$ cat src/sv/sds_pkg.sv
// Shared types, constants and helpers for the short-name directory search unit.
// No dependencies; used by every module of the block.
package sds_pkg;

	localparam int INDEX_BITS = 12;
	localparam int IDX_W = 12;
	localparam int CNT_W = 13;
	localparam int POS_W = 4;
	localparam int CHR_W = 8;
	localparam int BASE_W = 64;
	localparam int EXT_W = 24;
	localparam int BASE_CHARS = BASE_W / CHR_W;
	localparam int EXT_CHARS = EXT_W / CHR_W;

	localparam int QDEPTH = 4;
	localparam int QPTR_W = $clog2(QDEPTH);

	localparam logic [BASE_W-1:0] SPACES_BASE = {BASE_CHARS{8'h20}};
	localparam logic [EXT_W-1:0] SPACES_EXT = {EXT_CHARS{8'h20}};
	localparam logic [CHR_W-1:0] CH_NUL = 8'h00;
	localparam logic [CHR_W-1:0] CH_DOT = 8'h2E;
	localparam logic [CHR_W-1:0] CH_LOW_A = 8'h61;
	localparam logic [CHR_W-1:0] CH_LOW_Z = 8'h7A;
	localparam logic [CHR_W-1:0] CASE_OFFSET = 8'h20;
	localparam logic [CHR_W-1:0] ATTR_SKIP = 8'h18;
	localparam logic [POS_W-1:0] BASE_LEN = POS_W'(BASE_CHARS);
	localparam logic [POS_W-1:0] NAME_LEN = POS_W'(BASE_CHARS + EXT_CHARS);
	localparam logic [CNT_W-1:0] MAX_RESET = 13'd224;

	typedef enum logic [1:0] {
		PH_NAME    = 2'd0,
		PH_SEARCH  = 2'd1,
		PH_DISCARD = 2'd2
	} phase_t;

	typedef enum logic [1:0] {
		ST_FOUND     = 2'd0,
		ST_NOT_FOUND = 2'd1,
		ST_TOO_LONG  = 2'd2
	} status_t;

	typedef enum logic {
		REQ_CHAR  = 1'b0,
		REQ_ENTRY = 1'b1
	} req_t;

	typedef struct packed {
		req_t              kind;
		logic [CHR_W-1:0]  chr;
		logic              is_nul;
		logic              is_dot;
		logic              first_nul;
		logic              skip;
		logic [BASE_W-1:0] base;
		logic [EXT_W-1:0]  ext;
	} item_t;

	function automatic logic [IDX_W-1:0] index_of(input logic [CNT_W-1:0] cnt);
		logic [31:0] w;
		w = 32'(cnt) & ((32'd1 << INDEX_BITS) - 32'd1);
		return w[IDX_W-1:0];
	endfunction

endpackage

$ cat src/sv/short_name_directory_search_unit.sv
// Top level of the short-name directory search unit.
// Depends on sds_pkg, sds_front, sds_queue and sds_back.
//
// Query name characters (req_type 0) build an 11-character space-padded 8.3 name; a zero
// character ends it and starts the search, after which directory entries (req_type 1) are
// matched one per beat. The unit takes one beat per cycle: the front end classifies each beat
// into a four-entry queue, and the back end retires one queued beat per cycle while no result
// is held on the output. A result is registered onto out_valid as the back end retires the
// beat causing it. Intake stalls only when the queue is full, which happens only while a
// result is held on the output by out_ready low.
// max_entries may be written at any time the unit is idle; cfg_ready is always high.
module short_name_directory_search_unit (
	input  logic                          clk,
	input  logic                          arst_n,
	input  logic                          in_valid,
	output logic                          in_ready,
	input  logic                          req_type,
	input  logic [sds_pkg::CHR_W-1:0]     name_char,
	input  logic [sds_pkg::BASE_W-1:0]    entry_base,
	input  logic [sds_pkg::EXT_W-1:0]     entry_ext,
	input  logic [sds_pkg::CHR_W-1:0]     entry_attr,
	output logic                          out_valid,
	input  logic                          out_ready,
	output logic [1:0]                    result_status,
	output logic [sds_pkg::IDX_W-1:0]     entry_index,
	input  logic                          cfg_valid,
	output logic                          cfg_ready,
	input  logic [sds_pkg::CNT_W-1:0]     max_entries
);

	sds_pkg::item_t push_item;
	sds_pkg::item_t q_head;
	logic           push;
	logic           pop;
	logic           q_full;
	logic           q_not_empty;

	assign cfg_ready = 1'b1;

	sds_front u_front (
		.in_valid   (in_valid),
		.in_ready   (in_ready),
		.req_type   (req_type),
		.name_char  (name_char),
		.entry_base (entry_base),
		.entry_ext  (entry_ext),
		.entry_attr (entry_attr),
		.q_full     (q_full),
		.push       (push),
		.push_item  (push_item)
	);

	sds_queue u_queue (
		.clk       (clk),
		.arst_n    (arst_n),
		.push      (push),
		.push_item (push_item),
		.full      (q_full),
		.pop       (pop),
		.not_empty (q_not_empty),
		.head      (q_head)
	);

	sds_back u_back (
		.clk           (clk),
		.arst_n        (arst_n),
		.q_not_empty   (q_not_empty),
		.q_head        (q_head),
		.pop           (pop),
		.cfg_valid     (cfg_valid),
		.cfg_data      (max_entries),
		.out_valid     (out_valid),
		.out_ready     (out_ready),
		.result_status (result_status),
		.entry_index   (entry_index)
	);

endmodule

$ cat src/sv/sds_front.sv
// Front end: accepts input beats and classifies them into queue items.
// Depends on sds_pkg.
module sds_front (
	input  logic                            in_valid,
	output logic                            in_ready,
	input  logic                            req_type,
	input  logic [sds_pkg::CHR_W-1:0]       name_char,
	input  logic [sds_pkg::BASE_W-1:0]      entry_base,
	input  logic [sds_pkg::EXT_W-1:0]       entry_ext,
	input  logic [sds_pkg::CHR_W-1:0]       entry_attr,
	input  logic                            q_full,
	output logic                            push,
	output sds_pkg::item_t                  push_item
);

	logic is_lower;

	assign in_ready = !q_full;
	assign push = in_valid && !q_full;
	assign is_lower = (name_char >= sds_pkg::CH_LOW_A) && (name_char <= sds_pkg::CH_LOW_Z);

	always_comb begin
		push_item.kind = sds_pkg::req_t'(req_type);
		push_item.chr = is_lower ? name_char - sds_pkg::CASE_OFFSET : name_char;
		push_item.is_nul = (name_char == sds_pkg::CH_NUL);
		push_item.is_dot = (name_char == sds_pkg::CH_DOT);
		push_item.first_nul = (entry_base[sds_pkg::BASE_W-1 -: sds_pkg::CHR_W] == sds_pkg::CH_NUL);
		push_item.skip = |(entry_attr & sds_pkg::ATTR_SKIP);
		push_item.base = entry_base;
		push_item.ext = entry_ext;
	end

endmodule

$ cat src/sv/sds_queue.sv
// Short FIFO of classified items between front and back end.
// Depends on sds_pkg.
module sds_queue (
	input  logic           clk,
	input  logic           arst_n,
	input  logic           push,
	input  sds_pkg::item_t push_item,
	output logic           full,
	input  logic           pop,
	output logic           not_empty,
	output sds_pkg::item_t head
);

	sds_pkg::item_t slot_q [sds_pkg::QDEPTH];
	logic [sds_pkg::QPTR_W-1:0] wr_ptr_q;
	logic [sds_pkg::QPTR_W-1:0] rd_ptr_q;
	logic [sds_pkg::QPTR_W:0]   count_q;

	assign full = (count_q == (sds_pkg::QPTR_W+1)'(sds_pkg::QDEPTH));
	assign not_empty = (count_q != '0);
	assign head = slot_q[rd_ptr_q];

	always_ff @(posedge clk) begin
		if (push) begin
			slot_q[wr_ptr_q] <= push_item;
		end
	end

	always_ff @(posedge clk or negedge arst_n) begin
		if (!arst_n) begin
			wr_ptr_q <= '0;
			rd_ptr_q <= '0;
			count_q <= '0;
		end else begin
			if (push) begin
				wr_ptr_q <= wr_ptr_q + 1'b1;
			end
			if (pop) begin
				rd_ptr_q <= rd_ptr_q + 1'b1;
			end
			if (push && !pop) begin
				count_q <= count_q + 1'b1;
			end else if (pop && !push) begin
				count_q <= count_q - 1'b1;
			end
		end
	end

endmodule

$ cat src/sv/sds_back.sv
// Back end: query name assembly, directory entry matching and result register.
// Depends on sds_pkg.
module sds_back (
	input  logic                          clk,
	input  logic                          arst_n,
	input  logic                          q_not_empty,
	input  sds_pkg::item_t                q_head,
	output logic                          pop,
	input  logic                          cfg_valid,
	input  logic [sds_pkg::CNT_W-1:0]     cfg_data,
	output logic                          out_valid,
	input  logic                          out_ready,
	output logic [1:0]                    result_status,
	output logic [sds_pkg::IDX_W-1:0]     entry_index
);

	sds_pkg::phase_t              phase_q, phase_d;
	logic [sds_pkg::BASE_W-1:0]   query_base_q, query_base_d;
	logic [sds_pkg::EXT_W-1:0]    query_ext_q, query_ext_d;
	logic [sds_pkg::POS_W-1:0]    pos_q, pos_d;
	logic [sds_pkg::CNT_W-1:0]    seen_q, seen_d, seen_inc;
	logic [sds_pkg::CNT_W-1:0]    max_entries_q;
	logic                         out_valid_q;
	sds_pkg::status_t             status_q, status_d;
	logic [sds_pkg::IDX_W-1:0]    index_q, index_d;
	logic                         emit;
	logic                         too_long;

	assign pop = q_not_empty && (!out_valid_q || out_ready);
	assign seen_inc = seen_q + 1'b1;
	assign out_valid = out_valid_q;
	assign result_status = status_q;
	assign entry_index = index_q;

	always_comb begin
		phase_d = phase_q;
		query_base_d = query_base_q;
		query_ext_d = query_ext_q;
		pos_d = pos_q;
		seen_d = seen_q;
		emit = 1'b0;
		too_long = 1'b0;
		status_d = sds_pkg::ST_NOT_FOUND;
		index_d = '0;
		if (pop) begin
			case (phase_q)
				sds_pkg::PH_SEARCH: begin
					if (q_head.kind == sds_pkg::REQ_ENTRY) begin
						if (seen_q >= max_entries_q || q_head.first_nul) begin
							emit = 1'b1;
						end else if (!q_head.skip && q_head.base == query_base_q &&
								q_head.ext == query_ext_q) begin
							emit = 1'b1;
							status_d = sds_pkg::ST_FOUND;
							index_d = sds_pkg::index_of(seen_q);
						end else begin
							seen_d = seen_inc;
							emit = (seen_inc >= max_entries_q);
						end
					end
				end
				sds_pkg::PH_DISCARD: begin
					if (q_head.kind == sds_pkg::REQ_CHAR && q_head.is_nul) begin
						query_base_d = sds_pkg::SPACES_BASE;
						query_ext_d = sds_pkg::SPACES_EXT;
						pos_d = '0;
						seen_d = '0;
						phase_d = sds_pkg::PH_NAME;
					end
				end
				default: begin
					if (q_head.kind == sds_pkg::REQ_CHAR) begin
						if (q_head.is_nul) begin
							phase_d = sds_pkg::PH_SEARCH;
							seen_d = '0;
							emit = (max_entries_q == '0);
						end else if (pos_q >= sds_pkg::NAME_LEN) begin
							emit = 1'b1;
							too_long = 1'b1;
							status_d = sds_pkg::ST_TOO_LONG;
						end else if (q_head.is_dot && pos_q <= sds_pkg::BASE_LEN) begin
							pos_d = sds_pkg::BASE_LEN;
						end else begin
							for (int i = 0; i < sds_pkg::BASE_CHARS; i++) begin
								if (pos_q == sds_pkg::POS_W'(i)) begin
									query_base_d[(sds_pkg::BASE_CHARS-1-i)*sds_pkg::CHR_W +:
										sds_pkg::CHR_W] = q_head.chr;
								end
							end
							for (int j = 0; j < sds_pkg::EXT_CHARS; j++) begin
								if (pos_q == sds_pkg::POS_W'(sds_pkg::BASE_CHARS + j)) begin
									query_ext_d[(sds_pkg::EXT_CHARS-1-j)*sds_pkg::CHR_W +:
										sds_pkg::CHR_W] = q_head.chr;
								end
							end
							pos_d = pos_q + 1'b1;
						end
					end
				end
			endcase
			if (emit) begin
				query_base_d = sds_pkg::SPACES_BASE;
				query_ext_d = sds_pkg::SPACES_EXT;
				pos_d = '0;
				seen_d = '0;
				phase_d = too_long ? sds_pkg::PH_DISCARD : sds_pkg::PH_NAME;
			end
		end
	end

	always_ff @(posedge clk or negedge arst_n) begin
		if (!arst_n) begin
			phase_q <= sds_pkg::PH_NAME;
			query_base_q <= sds_pkg::SPACES_BASE;
			query_ext_q <= sds_pkg::SPACES_EXT;
			pos_q <= '0;
			seen_q <= '0;
			max_entries_q <= sds_pkg::MAX_RESET;
			out_valid_q <= 1'b0;
		end else begin
			phase_q <= phase_d;
			query_base_q <= query_base_d;
			query_ext_q <= query_ext_d;
			pos_q <= pos_d;
			seen_q <= seen_d;
			if (cfg_valid) begin
				max_entries_q <= cfg_data;
			end
			if (emit) begin
				out_valid_q <= 1'b1;
			end else if (out_ready) begin
				out_valid_q <= 1'b0;
			end
		end
	end

	always_ff @(posedge clk) begin
		if (emit) begin
			status_q <= status_d;
			index_q <= index_d;
		end
	end

	a_clear_after_result: assert property (@(posedge clk) disable iff (!arst_n)
		emit |=> (query_base_q == sds_pkg::SPACES_BASE && query_ext_q == sds_pkg::SPACES_EXT
			&& pos_q == '0 && seen_q == '0))
		else $error("query not cleared after result");

	a_pos_range: assert property (@(posedge clk) disable iff (!arst_n)
		pos_q <= sds_pkg::NAME_LEN)
		else $error("name position out of range");

	a_discard_pos: assert property (@(posedge clk) disable iff (!arst_n)
		phase_q == sds_pkg::PH_DISCARD |-> pos_q == '0)
		else $error("position not cleared while discarding");

	a_index_zero: assert property (@(posedge clk) disable iff (!arst_n)
		out_valid_q && status_q != sds_pkg::ST_FOUND |-> index_q == '0)
		else $error("nonzero index on a result other than found");

	a_no_lost_result: assert property (@(posedge clk) disable iff (!arst_n)
		out_valid_q && !out_ready |=> out_valid_q && $stable(index_q))
		else $error("pending result dropped or overwritten");

endmodule
$ cat config.mk
export PLATFORM = sky130hd
export DESIGN_NAME = short_name_directory_search_unit
export DESIGN_NICKNAME = d
export VERILOG_FILES = /design/src/sv/sds_pkg.sv /design/src/sv/short_name_directory_search_unit.sv /design/src/sv/sds_front.sv /design/src/sv/sds_queue.sv /design/src/sv/sds_back.sv
export SDC_FILE = /design/constraint.sdc
export NUM_CORES = 1
export LEC_CHECK = 0
export BUFFER_PORTS_ARGS = -buffer_cell sky130_fd_sc_hd__buf_2
export CAP_MARGIN = 25
export CORE_ASPECT_RATIO = 1.4
export CORE_MARGIN = 2
export CORE_UTILIZATION = 29
export CTS_BUF_LIST = sky130_fd_sc_hd__clkbuf_2
export CTS_CLUSTER_SIZE = 25
export DETAILED_ROUTE_END_ITERATION = 16
export MAX_ROUTING_LAYER = met4
export SETUP_SLACK_MARGIN = 0.3
export SLEW_MARGIN = 20
export SYNTH_ARGS = -nofsm -noshare
export SYNTH_HDL_FRONTEND = slang
export SYNTH_SLANG_ARGS = --single-unit
export TNS_END_PERCENT = 10
$ cat constraint.sdc
create_clock -name clk -period 5.11 [get_ports clk]
set_clock_uncertainty 0.1 [all_clocks]
set_input_delay 1.2775 -clock clk [delete_from_list [all_inputs] [get_ports clk]]
set_output_delay 1.2775 -clock clk [all_outputs]
set_load 0.05 [all_outputs]
After elaboration in Yosys (flattened, before gate mapping)
Memories as Yosys holds them, arrays and structs flattened.
Index checks and enable logic that the tools add are counted.
{ "totals": {"ff_bits": 142, "ram_bits": 404, "inputBits": 123, "out_inout_bits": 17, "word_cells": 191, "n_memories": 1} }
{ "classes": {"add_sub_neg": 7, "n_lt_le_gt_ge": 6, "n_eq_ne": 26, "mux": 73, "n_bitwise": 4, "reduce_logical": 53} }
{ "memory_table": {"columns": ["memory", "depth", "width", "rd", "rd_ports_with_merged_regs", "wr", "line_no", "source"], "rows": [
  ["u_queue.slot_q", 4, 101, 1, 0, 1, "sds_queue.sv:14", "sds_pkg::item_t slot_q [sds_pkg::QDEPTH];"]
]} }
{ "ops": {"columns": ["operator", "n"], "rows": [
  ["$mux W64", 6],
  ["$mux W24", 6],
  ["$pmux W64 S2", 1],
  ["$mux W8", 12],
  ["$mux W13", 7],
  ["$reduce_and A8 Y1", 11],
  ["$eq A64 B64 Y1", 1],
  ["$pmux W24 S2", 1],
  ["$reduce_bool A3 Y1", 13],
  ["$ge A13 B13 Y1", 2],
  ["$pmux W13 S2", 1],
  ["$eq A24 B24 Y1", 1],
  ["$mux W4", 6],
  ["$mux W2", 10],
  ["$ne A3 B3 Y1 const B", 6],
  ["$mux W1", 17],
  ["$eq A4 B3 Y1 const B", 4],
  ["$logic_not A8 Y1", 2],
  ["$add A13 B1 Y13 const B", 1],
  ["$logic_not A13 Y1", 1],
  ["$eq A4 B4 Y1 const B", 3],
  ["$logic_and A1 B1 Y1", 9],
  ["$eq A4 B2 Y1 const B", 2],
  ["$eq A8 B6 Y1 const B", 1],
  ["other kinds (31)", 45]
]} }

Longest topological paths before layout
An unclocked memory read counts as a cell.
{ "depth": {"word_depth": 11, "mapped_depth": 16} }

Modules after synthesis
A second synthesis with hierarchy kept.
{ "unflattened": {"hier_cells": 1421, "hier_area_um2": 23516.3} }
{ "modules_own_cells": {"columns": ["module", "instances", "cells_per_inst", "area_each_um2", "seq_area_each_um2"], "rows": [
  ["sds_queue", 1, 562, 15039.4, 12306.8],
  ["sds_back", 1, 741, 7612.3, 3465.8],
  ["sds_front", 1, 116, 853.3, 0.0],
  ["short_name_directory_search_unit", 1, 2, 11.3, 0.0]
]} }

Worst setup path after synthesis
OpenSTA, ideal clock, no wires.
{ "synth_timing": {"path_kind": "input -> register", "startpoint": "in in_valid", "endpoint": "mem u_queue.slot_q[0][0] (netlist name) (enable)", "setup_ps": 472, "arrival_ps": 3666, "setup_slack_ps": 872, "path_stages": 1, "n_path_buf": 0, "cell_sequence": "and3_1"} }
{ "synth_via": {"elab_chain_cells": 3} }
{ "synth_lines": {"columns": ["item", "line_no", "source"], "rows": [
  ["from (decl)", "short_name_directory_search_unit.sv:15", "input logic in_valid,"],
  ["$logic_and A1 B1 Y1", "sds_front.sv:19", "assign push = in_valid && !q_full;"],
  ["$mux W1", "sds_queue.sv:24", "if (push) begin"],
  ["$mux W1 (implied by the code)", "sds_queue.sv:25", "slot_q[wr_ptr_q] <= push_item;"],
  ["to (decl)", "sds_queue.sv:14", null]
]} }
Every way passes these cells.

Final worst setup path
{ "layout_timing": {"startpoint": "reg u_queue.rd_ptr_q[0] (netlist name)", "endpoint": "reg u_back.index_q (netlist bit u_back.entry_index[9]) (enable)"} }
{ "layout_via": {"elab_chain_cells": 10, "word_cells_on_any_way": 15} }
{ "layout_lines": {"columns": ["item", "line_no", "source"], "rows": [
  ["from (decl)", "sds_queue.sv:16", "logic [sds_pkg::QPTR_W-1:0] rd_ptr_q;"],
  ["from (signal assigned)", "sds_queue.sv:39", "rd_ptr_q <= rd_ptr_q + 1'b1;"],
  ["$mem_v2 Z4 W101 *", null, null],
  ["$eq A64 B64 Y1 / $logic_not A1 Y1 (equally long branches)", "sds_back.sv:51", "end else if (!q_head.skip && q_head.base == query_base_q &&"],
  ["$logic_and A1 B1 Y1 (2 in a row)", "sds_back.sv:51", null],
  ["$mux W1", "sds_back.sv:51", null],
  ["$mux W1", "sds_back.sv:49", "if (seen_q >= max_entries_q || q_head.first_nul) begin"],
  ["$mux W1", "sds_back.sv:48", "if (q_head.kind == sds_pkg::REQ_ENTRY) begin"],
  ["$pmux W1 S2 *", "sds_back.sv:46", "case (phase_q)"],
  ["$mux W1 * (2 in a row)", "sds_back.sv:45", "if (pop) begin"],
  ["named net u_back.emit", "sds_back.sv:26", "logic emit;"],
  ["to (signal assigned)", "sds_back.sv:140", "index_q <= index_d;"],
  ["to (decl)", "sds_back.sv:25", "logic [sds_pkg::IDX_W-1:0] index_q, index_d;"]
]} }
Mark *: on every way through the listed nets, which the timed path passes. The rest lies on a longest branch. The select of a mux whose other input is x is not followed.
A chain may end at the register's enable or synchronous reset.

==> out/results.txt <==
vias in the first global route - 15638
remaining antenna violation count - 0
cells after synthesis - 1474
cell taking the most area after synthesis - sky130_fd_sc_hd__edfxtp_1
critical path fanouts, max - 32
total core area - 80600 sq um
Total Negative Setup Slacks - 0 ns
peak per-stage delay on the critical path - 0.62 ns
fin crit share - 0.906
buffer cell driving the clock tree root - sky130_fd_sc_hd__clkbuf_2
aggregate routed wire length - 67100 um
max_slew headroom - 0.407
number of buffers and inverters on the critical path - 5
first-pass GRT wire length - 99500 um
Worst path slowest cell - sky130_fd_sc_hd__or4_1
Setup violations, final - 0
proportion of netlist area held by the largest area contributor - 0.531
top cells by area, synth - sky130_fd_sc_hd__edfxtp_1 53%, sky130_fd_sc_hd__dfrtp_1 12%, sky130_fd_sc_hd__mux4_2 6.7%
Worst Setup Path Type - reg -> reg
Setup crit start kind - flop
port buffer count - 132
family with the most delay on the worst path - simple AND/OR/NAND/NOR gates
cell count along the critical path - 12
classification of the worst-slack hold path - in -> reg
synthesis-stage register bit count - 546
total power - 15.2 mW
Final Worst Setup Slack - 0.479 ns
power per standard cell area - 541 nW/um^2
mean cell area of the mapped netlist - 16.0 sq um
library cell with the highest instance count after synthesis - sky130_fd_sc_hd__edfxtp_1
Final Hold Fails - 0
Die Ht - 342 um
worst endpoint data arrival time - 5.44 ns
timing endpoint of the critical path - u_back.entry_index[9]$_SDFFCE_PP0P_
ordered list of cells on the worst path - buf_4 > buf_12 > mux4_2 > xnor2_1 > nand4_1 > or4_1 > or4_1 > o311ai_4 > buf_6 > nand2_1 > inv_1 > buf_12
Clk Latency, worst-skew pair - 1.30 ns
Syn-to-layout area delta - 19.0%
final max-slew violation count - 0
die area - 83900 sq um
maximum number of pins on one net before global-route repair - 102
post-synthesis instance area - 23600 sq um
Combinational Power Share - 0.398
FF-to-FF setup slack - 0.48 ns
net switching power of the design - 5.86 mW
I/O Pins - 140
Global Route Usage Sum - 0.167
post-route non-filler standard cell count - 2999
sequential cell fraction of total power - 0.407
H-tree depth - 4
post-synthesis net count - 1637
Worst-Margin Slew - 0.889 ns
Die Width - 245 um
area of the multi-input gates - 7340 sq um
CP Capture Type - flop
DRT iter0 DRCs - 1109
critical path data required time - 5.92 ns
count of cells along the worst register-to-register path - 12
number of clock sinks - 546
register area - 15800 sq um
fmax - 216 MHz
time the worst path needs with I/O delays and setup - 4.63 ns
total instance count after detailed placement - 2659
number of warnings printed during yosys synthesis - 0
WL/cell - 22.4 um
Final Cell Area - 28100 sq um
post-placement cell area - 25900 sq um
vias - 14723
clock input transition at the sequential cells of the worst setup and hold paths - 0.10 ns
unrepaired setup endpoints after global routing - no
share of layout cells above drive strength 1 - 0.282
most common library cells after synthesis - 418 x sky130_fd_sc_hd__edfxtp_1, 114 x sky130_fd_sc_hd__dfrtp_1, 73 x sky130_fd_sc_hd__a22o_1
NumNets Final - 1988
1st-pass router iterations - 5
register area share after synthesis - 0.667
count of filler cells inserted in the layout - 7870
asr flop ratio synth - 0.234
part of the power in the clock network - 0.195
Longest Clk Path Bufs - 3
starting density of the core - 0.293
TritonCTS clock tree - built
worst-case setup slack after placement - 0.232 ns
Worst Hold Margin - 0.144 ns
remaining design rule violation count - 0
HPWL after detailed placement - 46000 um
standard-cell row count - 123
number of enable-type register cells in the synthesized netlist - 418
internal power - 9.37 mW
gr ovfl total - 0
Vias/cell - 4.91
endpoint of the most critical register-to-register path - u_back.entry_index[9]$_SDFFCE_PP0P_
number of buffers created by CTS - 135
leakage power of the design - 10.8 nW
Sw Share - 0.385
HP Start - entry_base[1]
Post-Route Utilization - 0.349
unique cell type count in the Yosys netlist - 83
Most used DFF post-synth - sky130_fd_sc_hd__edfxtp_1
worst r2r src - u_queue.rd_ptr_q[0]$_DFFE_PN0P_
IR Drop Worst-Case VDD - 0.000213 V
number of maximum-capacitance constraint violations - 0
initial antenna violation count - 7
GPL Wtd Cong - 0.913
Critical Path Start - u_queue.rd_ptr_q[0]$_DFFE_PN0P_
status - completed
## logic make-up after synthesis
| group | after synthesis | synth area share |
|---|---|---|
| compound gates | 252 | 0.0813 |
| xor+xnor | 70 | 0.0259 |
| fa+ha+maj | 40 | 0.0215 |
| buf+inv | 118 | 0.0239 |
| flops | 546 | 0.667 |
| mux | 165 | 0.115 |
| other cells | 1 | 0.000159 |
| simple gates | 282 | 0.0652 |
## area by class of cell
type / instances / area share
clock buffer: 196 / 0.0349
antenna: 4 / 0.000356
tap: 1062 / 0.0472
timing repair buffer: 280 / 0.0786
multi-input combinational: 810 / 0.261
clock inverter: 49 / 0.0103
inverter: 52 / 0.00694
sequential: 546 / 0.561
## worst reg2reg max path, cell delays in order, from the launching register on
cell and delay, ns:
sky130_fd_sc_hd__dfrtp_4 0.43, sky130_fd_sc_hd__buf_4 0.12, sky130_fd_sc_hd__buf_12 0.23, sky130_fd_sc_hd__mux4_2 0.62
sky130_fd_sc_hd__xnor2_1 0.43, sky130_fd_sc_hd__nand4_1 0.20, sky130_fd_sc_hd__or4_1 0.54, sky130_fd_sc_hd__or4_1 0.62
sky130_fd_sc_hd__o311ai_4 0.33, sky130_fd_sc_hd__buf_6 0.25, sky130_fd_sc_hd__nand2_1 0.14, sky130_fd_sc_hd__inv_1 0.13
sky130_fd_sc_hd__buf_12 0.15
## power by group through the flow
stage          Sequential (mW)  Combinational [mW]  Clock, mW
6_report                  6.20                6.06       2.96
5_1_grt                   6.28                6.45       3.29
4_1_cts                   6.25                6.01       3.08
3_5_place_dp              6.41                5.74          0
3_3_place_gp              6.37                5.70          0
2_1_floorplan             6.28                3.72          0
## routing by layer
metal  share of wire  up-vias  track usage
met5               0        -            -
met4           0.035        0       0.0707
met3           0.053      133       0.0360
met2            0.52      497        0.288
met1            0.39     7483        0.186
li1                -     6610            -
## worst min-delay path by stage
| stage | end | slack (ns) | cells past startpoint |
|---|---|---|---|
| floorplan | u_queue.count_q[2]$_DFFE_PN0P_ | 0.36 | 1 |
| global placement | u_back.query_ext_q[13]$_DFFE_PN1P_ | 0.38 | 2 |
| detailed placement | u_back.query_ext_q[13]$_DFFE_PN1P_ | 0.39 | 2 |
| CTS | u_queue.slot_q[3][33]$_DFFE_PP_ | 0.001 | 1 |
| global route | u_queue.slot_q[2][67]$_DFFE_PP_ | 0.05 | 1 |
| finish | u_queue.slot_q[2][25]$_DFFE_PP_ | 0.14 | 1 |
## timing repair
item                                    CTS  global route
hold endpoints to repair                312             0
setup buffers                             6             4
endpoints found under the setup margin   82            88
pin swaps                                 0             0
gates resized for setup                   1             3
hold buffers                             80             0
## cells in the final DEF, fill, tap and decap left out, types with 8 or more instances in the layout
cell type                       count
sky130_fd_sc_hd__a21o_1            11
sky130_fd_sc_hd__a21oi_1           29
sky130_fd_sc_hd__a22o_1            73
sky130_fd_sc_hd__a22oi_1           19
sky130_fd_sc_hd__and2_1            15
sky130_fd_sc_hd__and3_1            24
sky130_fd_sc_hd__buf_12            17
sky130_fd_sc_hd__buf_2            131
sky130_fd_sc_hd__buf_4             50
sky130_fd_sc_hd__clkbuf_2         196
sky130_fd_sc_hd__clkinv_1          31
sky130_fd_sc_hd__dfrtp_1          112
sky130_fd_sc_hd__dfstp_2           14
sky130_fd_sc_hd__dlygate4sd3_1     80
sky130_fd_sc_hd__edfxtp_1         418
sky130_fd_sc_hd__ha_1              39
sky130_fd_sc_hd__inv_1             51
sky130_fd_sc_hd__mux2_2            17
sky130_fd_sc_hd__mux2_4             9
sky130_fd_sc_hd__mux2i_1           61
sky130_fd_sc_hd__mux4_1             8
sky130_fd_sc_hd__mux4_2            70
sky130_fd_sc_hd__nand2_1           56
sky130_fd_sc_hd__nand2b_1          28
sky130_fd_sc_hd__nand3_1           19
sky130_fd_sc_hd__nand4_1           25
sky130_fd_sc_hd__nor2_1            36
sky130_fd_sc_hd__nor2b_1            9
sky130_fd_sc_hd__nor3_1            20
sky130_fd_sc_hd__nor4_1            11
sky130_fd_sc_hd__o21ai_0           35
sky130_fd_sc_hd__or4_1              8
sky130_fd_sc_hd__xnor2_1           46
sky130_fd_sc_hd__xor2_1            24
## state kept, by name (all words and copies together) (netlist names), 3 cells and up
signal and count:
u_back.entry_index 12, u_back.max_entries_q 13, u_back.pos_q 4, u_back.query_base_q 64, u_back.query_ext_q 24, u_back.seen_q 13, u_queue.count_q 3, u_queue.slot_q 404
Power figures use the tool's default switching activity.
